File: config.mk
export PLATFORM = sky130hd
export DESIGN_NAME = ccpa_ram
export DESIGN_NICKNAME = d
export VERILOG_FILES = /design/src/rtl/ccpa_ram.sv
export SDC_FILE = /design/constraint.sdc
export NUM_CORES = 1
export LEC_CHECK = 0
export BUFFER_PORTS_ARGS = -buffer_cell sky130_fd_sc_hd__buf_2
export CORE_MARGIN = 4
export CORE_UTILIZATION = 47
export CTS_CLUSTER_SIZE = 8
export DETAILED_ROUTE_END_ITERATION = 10
export GPL_TIMING_DRIVEN = 0
export PLACE_DENSITY = 0.75
export SETUP_SLACK_MARGIN = 0.5
export SYNTH_ARGS = -nofsm -noshare
export SYNTH_HDL_FRONTEND = slang
export SYNTH_SLANG_ARGS = --single-unit
File: constraint.sdc
create_clock -name clk_i -period 2 [get_ports clk_i]
set_clock_uncertainty 0.1 [all_clocks]
set_input_delay 0.1 -clock clk_i [delete_from_list [all_inputs] [get_ports clk_i]]
set_output_delay 0.1 -clock clk_i [all_outputs]
set_load 0.1 [all_outputs]
File: src/rtl/ccpa_ram.sv
// generic simple dual-port ram with registered read
module ccpa_ram #(
  parameter int unsigned Width = 8,
  parameter int unsigned Depth = 16
) (
  input  logic                     clk_i,
  input  logic                     we_i,
  input  logic [$clog2(Depth)-1:0] waddr_i,
  input  logic [Width-1:0]         wdata_i,
  input  logic [$clog2(Depth)-1:0] raddr_i,
  output logic [Width-1:0]         rdata_o
);

  logic [Width-1:0] mem_q [Depth];

  always_ff @(posedge clk_i) begin
    if (we_i) begin
      mem_q[waddr_i] <= wdata_i;
    end
    rdata_o <= mem_q[raddr_i];
  end

endmodule

==> results of run 1 <==
==> sequential cells by signal (all words and copies together), names as in the netlist <==
signal,flops
mem_q,128
rdata_o,8
==> path summary, 6_finish.rpt <==
check,endpoint,cells after the start,startpoint
worst max register to register,rdata_o[6],3,mem_q[3][6]
worst min register to register,rdata_o[1],3,mem_q[14][1]
worst max-delay path,rdata_o[6],3,mem_q[3][6]
worst min-delay path,mem_q[12][1],2,waddr_i[0]
==> cell families (layout without fill, tap and decap cells) <==
group | after synthesis | count (layout) | synth area share (%)
flops | 136 | 136 | 77.8
compound gates | 16 | 16 | 2.33
simple gates | 35 | 35 | 3.18
buf+inv | 10 | 76 | 1.68
mux | 32 | 32 | 15.0
==> synth_stat cells <==
| cell | count | area (um^2) |
|---|---|---|
| a22oi_1 | 16 | 120 |
| and2_1 | 1 | 6.26 |
| and2b_1 | 1 | 7.51 |
| buf_2 | 3 | 15.0 |
| buf_4 | 1 | 7.51 |
| buf_6 | 3 | 33.8 |
| clkdlybuf4s25_2 | 3 | 30.0 |
| dfxtp_1 | 8 | 160 |
| edfxtp_1 | 128 | 3840 |
| mux4_1 | 14 | 368 |
| mux4_2 | 18 | 405 |
| nand2_1 | 9 | 33.8 |
| nand2b_1 | 2 | 12.5 |
| nand3_1 | 1 | 5.00 |
| nand3b_1 | 2 | 15.0 |
| nor2_1 | 13 | 48.8 |
| nor2b_1 | 1 | 6.26 |
| nor3_1 | 4 | 20.0 |
| or3b_2 | 1 | 8.76 |
==> layout make-up <==
class / count / share of cell area [%]
flip-flops and latches: 136 / 65.2
multi-input cells: 83 / 17.8
clock buffers: 17 / 6.75
repair buffers: 35 / 3.67
well taps: 136 / 2.77
clock inverters: 14 / 2.45
plain buffers: 10 / 1.41
==> worst reg2reg max path: stages, from the launching register on <==
cell and delay [ps]:
edfxtp_1 370, mux4_2 490, a22oi_1 260, nand2_1 120
==> layer usage <==
| layer | up-vias | wire [um] | track usage, % |
|---|---|---|---|
| met4 | 0 | 111 | 6.01 |
| met2 | 81 | 4780 | 25.4 |
| met1 | 1268 | 4030 | 22.8 |
| met3 | 12 | 651 | 4.85 |
| li1 | 1084 | - | - |
| met5 | - | 0 | 0 |
==> cell usage in the layout, fill, tap and decap left out, types with 2 or more instances in the layout <==
| cell | netlist | routed |
|---|---|---|
| nand2b_1 | 2 | 2 |
| inv_6 | 0 | 3 |
| bufinv_16 | 0 | 2 |
| mux4_1 | 14 | 12 |
| a22oi_2 | 0 | 6 |
| clkbuf_16 | 0 | 16 |
| a22oi_1 | 16 | 10 |
| nand2_1 | 9 | 9 |
| mux4_2 | 18 | 20 |
| dfxtp_1 | 8 | 8 |
| nor3_1 | 4 | 2 |
| clkinvlp_4 | 0 | 5 |
| clkdlybuf4s25_2 | 3 | 3 |
| nor2_1 | 13 | 13 |
| buf_2 | 3 | 27 |
| edfxtp_1 | 128 | 128 |
| nand3b_1 | 2 | 2 |
| nor3_2 | 0 | 2 |
| dlygate4sd3_1 | 0 | 10 |
| clkinv_4 | 0 | 2 |
| buf_6 | 3 | 3 |
==> power by group <==
| part | internal, mW | total [mW] | switching [mW] | leakage (nW) |
|---|---|---|---|---|
| clock | 1.77 | 2.91 | 1.14 | 0.261 |
| combinational | 0.144 | 0.461 | 0.318 | 0.557 |
| sequential | 3.19 | 3.20 | 0.0144 | 1.22 |
==> timing repair <==
| action | CTS | global route |
|---|---|---|
| pin swaps | 1 | 3 |
| endpoints found under the hold margin | 136 | 4 |
| gates resized for setup | 3 | 5 |
| cloned | 0 | 0 |
| setup endpoints to repair | 4 | 7 |
==> metrics by stage <==
step | setup TNS, ps | setup slack [ps]
after floorplan | 0 | 534
after global placement | 0 | 75.7
after detailed placement | -152 | -19.3
after CTS | 0 | 465
after global routing | 0 | 478
final | 0 | 531
==> results by group, run 1 <==
Route
  • Routed length per instance: between 20 and 25 um
  • Via count: approximately 2400
  • DRT Wirelength: 9570 um
  • Pre-antenna DRT Iters: 4
  • Detail Route Antenna Nets: 0
  • # DRC: 0
  • Vias per inst: ~5.7
  • 1st-iter DRT viols: ~240

Hold path
  • Worst min-delay path class: in2reg

Global route
  • Largest net degree at the start of global routing: 17
  • First-pass GRT wire length: 15100 um
  • Grt ovf: 0
  • Antenna violations before repair: 0
  • Number of global-route vias before repair: about 2500
  • GRT Total Usage: 16.6%

Placed design
  • GPL Wtd Cong: between 0.7 and 0.8
  • Port buffer count: 24
  • Placed cells: 389
  • Detailed placement HPWL: around 6000 um
  • DP Area: roughly 5400 um^2

Synth
  • Yosys warns: 0
  • Sequential element share of the synthesized area: between 70 and 80%
  • Yosys reg bits: roughly 140
  • Post-synthesis cell type count: 19
  • Cell Area, Synth: between 5000 and 6000 um^2
  • Cells after synthesis: ~230
  • Mean Syn Cell Area: 22.5 um^2
  • Synthesized Nets: 247

Cells and area
  • Area Overhead vs Synth: 19.3%
  • Non-Filler Instances: 431
  • Final Instance Area: around 6000 um^2
  • Fraction of layout cells with a size suffix above 1: between 30% and 40%
  • Post-Route Utilization: 58.4%
  • Fillers: ~750
  • Diode count: 0
  • Multi-input logic area: 1090 um^2
  • Final #Nets: 301
  • Register area: ~4000 um^2

Timing
  • Fin Hold WS: -13.4 ps
  • Rel. slew slack: roughly 13%
  • Pin slew with the least headroom to its limit: 1300 ps
  • Final period util: approximately 73%
  • Fmax: about 0.68 GHz
  • RSZ-0062 raised after global routing: yes
  • Fin crit period: around 1500 ps
  • # setup viols final: 0
  • Pins over their slew limit: 0
  • Hold Violations, Final: 8

Clock network
  • TritonCTS buffer count: 17
  • CTS tree: built
  • Clk slew on worst S/H paths: approximately 60 ps
  • Worst skew pair latency: roughly 510 ps
  • H-tree depth: 4
  • CTS Sinks: 136
  • Max Root-Sink Buffers: 2
  • Post-CTS Hold Fix Bufs: 10
  • Root cell of the clock tree: clkbuf_8
  • Post CTS Setup Buffer Count: 0

Critical path
  • Delay of the slowest cell on the worst path: ~490 ps
  • Setup CP Type: reg2reg
  • Worst path bufs/invs: 0
  • Top delay family on crit path: multiplexers
  • Crit path DAT: 1750 ps
  • Critical path cell sequence: mux4_2 -> a22oi_1 -> nand2_1
  • Worst-path fanout max: 1
  • Startpoint class of the critical path: flop
  • WP data required: between 2000 and 2500 ps
  • Slowest stage cell, crit path: mux4_2
  • R2R Setup Slk: between 500 and 600 ps
  • Nature of the critical path endpoint: flop

Floorplan
  • Starting Density: about 49%
  • Placement Rows: 37
  • Die ar.: between 10000 and 15000 um^2
  • Die width: 113 um
  • Die Span Y: around 110 um
  • Boundary pin count: 26
  • Core area: roughly 11000 um^2

Run status
  • Outcome: finished, violations left
  • Failing checks: negative hold slack

Power and ir drop
  • Leakage: slightly above 2 nW
  • PD cells: roughly 1100 nW/um^2
  • Total power: ~6.6 mW
  • VDD IR max: around 0.79 mV

Flow run
  • Max_cap viols: 0
Power figures use the tool's default switching activity.
==> inputs of run 2 (changes only) <==
- ABC_AREA: unset -> 1
- PLACE_DENSITY: 0.75 -> 0.77
- clock period: 2 -> 1.2 ns (I/O delays scaled with it)
==> run 2 against run 1 <==
Largest power group unchanged. Synthesized cell count grew 140%. Routed wire length up 53%. Sequential share of layout area is 12 points lower. Sequential power grew 68%. Via count increased by 69%. The run still ends with negative hold slack left. Highest routed layer unchanged. Power rose by 74%.
==> results by group, run 2 <==
Run status
  • Outcome: finished, violations left
  • Failing checks: negative hold slack

Power and ir drop
  • Sw frac: around a quarter
  • Pint: roughly 8.6 mW
  • Combinational fraction of design power: between 10% and 20%
  • Psw: about 2.9 mW
  • Power share of the clock group: between 40% and 50%
  • Leakage: between 3 and 4 nW
  • PD cells: ~1500 nW/um^2
  • Sequential Power Share: a little under half
  • Total power: 11.4 mW
  • VDD IR max: about 0.93 mV

Critical path
  • Worst-path fanout max: 1
  • Crit path launch: mem_q[12][2]
  • Nature of the critical path endpoint: flop
  • Setup CP Type: reg2reg
  • Crit path DAT: approximately 1300 ps
  • WP data required: 1410 ps
  • Worst reg2reg path startpoint: mem_q[12][2]
  • Startpoint class of the critical path: flop

Clock network
  • TritonCTS buffer count: 17
  • Max Root-Sink Buffers: 2
  • Root cell of the clock tree: clkbuf_16
  • CTS tree: built
  • CTS Sinks: approximately 140
  • Worst skew pair latency: around 420 ps
  • Clk slew on worst S/H paths: ~60 ps
  • H-tree depth: 4

Cells and area
  • Commonest cells after routing, fill and taps aside: nand2_1 (153), edfxtp_1 (128), inv_1 (97), nand3_1 (54), nand3_2 (42)
  • Area Overhead vs Synth: 30.6%
  • Largest regs: mem_q (128), rdata_o (8)
  • Final Instance Area: between 7000 and 8000 um^2
  • Most common cell after layout, fill and taps aside: nand2_1
  • Final #Nets: around 630
  • Largest Register: mem_q
  • Non-Filler Instances: 773
  • Fraction of layout cells with a size suffix above 1: between 30% and 40%
  • Diode count: 0
  • Max reg flops: approximately 130

Placed design
  • GPL Wtd Cong: ~0.89
  • DP Area: roughly 6200 um^2
  • Port buffer count: 22
  • Placed cells: between 700 and 800
  • Detailed placement HPWL: 8960 um

Synth
  • Synth area leader: edfxtp_1
  • EDFF count, synth: approximately 130
  • Sequential element share of the synthesized area: between 60% and 70%
  • Post-synth ARST share: 0%
  • Yosys reg bits: between 100 and 150
  • Top_reg_cell synth: edfxtp_1
  • Share of the synthesized area in the top cell type: around two thirds
  • Most common cell in the synthesized netlist: nand2_1
  • Ranking of synthesized cells by area: edfxtp_1 (67%), nand2_1 (11%), nand3_1 (8.4%)
  • Synthesized Nets: between 500 and 600
  • Yosys warns: 0
  • Post-synthesis cell type count: 12
  • Cell Area, Synth: 5770 um^2
  • Top cells by count, synth: nand2_1 (173), edfxtp_1 (128), inv_1 (100)
  • Mean Syn Cell Area: 10.5 um^2
  • Cells after synthesis: ~550

Global route
  • Grt ovf: 0
  • First-pass GRT wire length: between 20000 and 25000 um
  • Largest net degree at the start of global routing: 17
  • Antenna violations before repair: 0
  • Number of global-route vias before repair: 3933
  • GRT Total Usage: a little over a fifth

Timing
  • Fin Hold WS: -45.8 ps
  • Pin slew with the least headroom to its limit: around 640 ps
  • Fin crit period: ~1100 ps
  • Hold Violations, Final: 105
  • Fmax: between 0.8 and 0.9 GHz
  • RSZ-0062 raised after global routing: yes
  • Rel. slew slack: a little under three fifths
  • # setup viols final: 0
  • Setup_tns: 0 ps
  • Final period util: a little over nine tenths
  • Pins over their slew limit: 0

Hold path
  • Hold Crit Start: wdata_i[6]
  • Worst min-delay path class: in2reg

Flow run
  • Max_cap viols: 0

Route
  • # DRC: 0
  • Pre-antenna DRT Iters: 5
  • DRT Wirelength: 14700 um
  • Detail Route Antenna Nets: 0
  • Via count: roughly 4000
  • Vias per inst: 5.33
  • Routed length per instance: 19.0 um
  • 1st-iter DRT viols: 496

Floorplan
  • Boundary pin count: 26
  • Die ar.: ~14000 um^2
  • Die width: between 100 and 150 um
  • Die Span Y: approximately 120 um
  • Starting Density: between 40 and 50%
  • Placement Rows: 40
  • Core area: 12000 um^2
run 2: cell types whose count changed after synthesis, moves of 4 or more:
cell / change
buf_2: +10
nor3_1: -4
nand2_1: +164
inv_1: +100
mux4_2: -18
nand3_1: +96
mux4_1: -14
nor2_1: +4
a22oi_1: -16
run 2: cell families after synthesis:
logic type,count (synthesis),synth area share [%]
simple gates,289,21.0
flops,136,69.4
buf+inv,126,9.52
run 2: repair_timing:
item / CTS / global route
resized for setup: 79 / 31
pin swaps: 31 / 33
endpoints found under the setup margin: 104 / 144
setup buffers: 17 / 4
endpoints found under the hold margin: 134 / 130
run 2: worst paths after layout:
path                            cells past startpoint  slack [ps]      endpoint
worst max register to register                      6          70    rdata_o[2]
worst min-delay path                                1         -50  mem_q[12][6]
worst max-delay path                                6          70    rdata_o[2]
worst min register to register                      6         600    rdata_o[5]
run 2: metal layers:
| layer | GRT usage [%] | part of all wire (%) |
|---|---|---|
| met1 | 28.3 | 40 |
| met2 | 33.9 | 49 |
| met3 | 5.60 | 8.8 |
| met4 | 8.33 | 2.4 |
| met5 | 0 | 0 |
run 2: final cells by class:
type / instances / area [um^2]
Fill cell: 878 / 4480
Sequential cell: 136 / 4030
Multi-Input combinational cell: 289 / 1630
Timing Repair Buffer: 43 / 571
Clock buffer: 18 / 429
Inverter: 102 / 388
Tap cell: 147 / 184
Buffer: 24 / 166
Clock inverter: 14 / 128
run 2: stage by stage:
step / utilization (%) / hold WS, ps / setup WS (ps)
CTS: 61.3 / -52.4 / 93.1
finish: 62.7 / -45.8 / 68.7
floorplan: - / 58.9 / 166
detailed placement: 51.9 / 391 / -299
global placement: 51.9 / 378 / -251
global route: 62.7 / -34.1 / 21.7
run 2: worst max-delay path, stage by stage (launching register included):
cell	delay [ps]
edfxtp_1	390
nand2_1	100
nand2_1	90
nand2_1	80
nand3_2	70
nand3_2	100
nand2_2	70
run 2: power by group through the flow:
stage	clock (mW)	combinational, mW	sequential, mW
2_1_floorplan	0	0.409	5.67
3_3_place_gp	0	0.930	5.43
3_5_place_dp	0	0.946	5.44
4_1_cts	4.85	1.14	5.36
5_1_grt	5.08	1.28	5.37
6_report	4.86	1.21	5.36
==> inputs of run 3 (changes only) <==
- GPL_TIMING_DRIVEN: 0 -> unset
==> run 3 against run 2 <==
The run still ends with negative hold slack left. Register-to-register slack hardly changed. Sequential share of layout area is 0.35 points lower. Sequential cell count stayed put. Count of clock-buffer cells in the layout is 1 lower. Utilization is 0.42 points higher. Sequential power hardly changed. Via count is 0.34% higher. Global-route usage is 1.2 points lower. Fmax is 0.89% higher. Combinational power hardly changed. Clock power is 17% higher.
==> results by group, run 3 (synthesis gave the netlist of run 2 again) <==
Timing
  • Pins over their slew limit: 0
  • Rel. slew slack: 66.9%
  • Setup_tns: 0 ps
  • Hold Violations, Final: 120
  • # setup viols final: 0
  • Fin Hold WS: -62.6 ps
  • Fmax: 0.892 GHz
  • Pin slew with the least headroom to its limit: roughly 500 ps
  • Final period util: 93.4%
  • Final WS setup: between 70 and 80 ps
  • RSZ-0062 raised after global routing: yes
  • Fin crit period: 1120 ps

Global route
  • Grt ovf: 0
  • Antenna violations before repair: 0
  • Largest net degree at the start of global routing: 65
  • Number of global-route vias before repair: around 4000
  • First-pass GRT wire length: about 21000 um
  • GRT Total Usage: roughly a fifth

Power and ir drop
  • PD cells: between 1500 and 2000 nW/um^2
  • Pint: between 9 and 10 mW
  • Power share of the clock group: between 40% and 50%
  • Leakage: 3.18 nW
  • Sequential Power Share: between 40% and 50%
  • Total power: 12.2 mW
  • Combinational fraction of design power: 9.8%
  • Psw: around 2.8 mW
  • VDD IR max: approximately 0.98 mV
  • Sw frac: a little under a quarter

Cells and area
  • Commonest cells after routing, fill and taps aside: nand2_1 (163), edfxtp_1 (128), inv_1 (97), nand3_2 (52), nand3_1 (44)
  • Multi-input logic area: approximately 1700 um^2
  • Diode count: 0
  • Largest Register: mem_q
  • Fillers: about 850
  • Largest regs: mem_q (128), rdata_o (8)
  • Most common cell after layout, fill and taps aside: nand2_1
  • Register area: between 4000 and 5000 um^2
  • Fraction of layout cells with a size suffix above 1: a little under 30%
  • Final #Nets: a little over 600
  • Max reg flops: between 100 and 150
  • Area Overhead vs Synth: 31.5%
  • Post-Route Utilization: a little over three fifths

Placed design
  • GPL Wtd Cong: roughly 0.94
  • Detailed placement HPWL: approximately 8000 um
  • Port buffer count: 25
  • Setup WS pre-CTS: -102 ps

Hold path
  • Worst min-delay path class: in2reg

Route
  • DRT Wirelength: 14100 um
  • Detail Route Antenna Nets: 0
  • # DRC: 0
  • Routed length per instance: 18.6 um
  • Via count: 4136
  • Vias per inst: 5.45
  • 1st-iter DRT viols: between 500 and 600
  • Pre-antenna DRT Iters: 5

Clock network
  • Clk slew on worst S/H paths: roughly 60 ps
  • CTS tree: built
  • Root cell of the clock tree: clkbuf_16
  • Worst skew pair latency: around 420 ps
  • Max Root-Sink Buffers: 2
  • CTS Sinks: roughly 140
  • H-tree depth: 4
  • TritonCTS buffer count: 17

Critical path
  • Delay of the slowest cell on the worst path: about 350 ps
  • Startpoint class of the critical path: flop
  • Worst-path fanout max: 1
  • Crit path DAT: around 1300 ps
  • Critical path cell sequence: inv_1 -> nand2_2 -> nand3_2 -> nand3_2 -> nand3_2 -> nand2_1
  • WP data required: 1410 ps
  • Top delay family on crit path: simple AND/OR/NAND/NOR gates
  • Setup CP Type: reg2reg
  • Slowest stage cell, crit path: edfxtp_1
  • Nature of the critical path endpoint: flop
  • CP dominant cell by count: nand3_2
  • Worst path bufs/invs: 1

Run status
  • Failing checks: negative hold slack
  • Outcome: finished, violations left

Floorplan
  • Die ar.: about 14000 um^2
  • Starting Density: 48.0%
  • Placement Rows: 40
  • Die Span Y: around 120 um
  • Boundary pin count: 26
  • Die width: around 120 um
  • Core area: between 10000 and 15000 um^2

Flow run
  • Max_cap viols: 0
[run 3: cell types whose count changed in the layout (fill, tap and decap cells not counted), sizes merged]
cell	change
buf	-14
bufinv	+4
clkinvlp	+2
clkinv	-5
clkbuf	-1
[run 3: power groups by stage]
stage | registers (mW) | logic, mW | clock network [mW]
3_3_place_gp | 5.46 | 1.02 | 0
6_report | 5.36 | 1.20 | 5.68
3_5_place_dp | 5.46 | 1.05 | 0
5_1_grt | 5.37 | 1.26 | 5.94
4_1_cts | 5.36 | 1.12 | 5.69
2_1_floorplan | 5.67 | 0.409 | 0
[run 3: metrics by stage]
step / cell area (um^2) / std cells
global route: 7580 / 759
global placement: 6520 / 724
detailed placement: 6520 / 724
CTS: 7410 / 759
finish: 7580 / 759
floorplan: 5930 / 551
[run 3: path summary, 6_finish.rpt]
check                           slack [ps]         end          from  cells after the start
worst max-delay path                    80  rdata_o[7]   mem_q[1][7]                      6
worst min-delay path                   -60  rdata_o[0]    raddr_i[3]                      3
worst max register to register          80  rdata_o[7]   mem_q[1][7]                      6
worst min register to register         610  rdata_o[0]  mem_q[14][0]                      6
[run 3: layer usage]
metal	GRT usage, %	wire length (um)	vias to the layer above
met5	0	0	-
met4	8.83	421	0
met3	4.26	1240	43
met2	32.5	7070	249
met1	26.6	5410	1977
li1	-	-	1867
[run 3: area by class of cell]
type	count	area share, %
repair buffers	53	8.58
clock inverters	15	2.97
inverters	102	5.18
clock buffers	17	5.61
well taps	147	2.43
multi-input cells	289	22.0
flip-flops and latches	136	53.2
[run 3: repair_timing]
item | CTS | global route
buffers inserted | 3 | 0
endpoints found under the hold margin | 134 | 120
pin swaps | 35 | 28
endpoints found under the setup margin | 118 | 136
gates resized for setup | 46 | 41
[run 3: tightest hold or removal path: stages]
cell     delay [ps]
buf_2           200
nand3_2         110
nand2_1          50
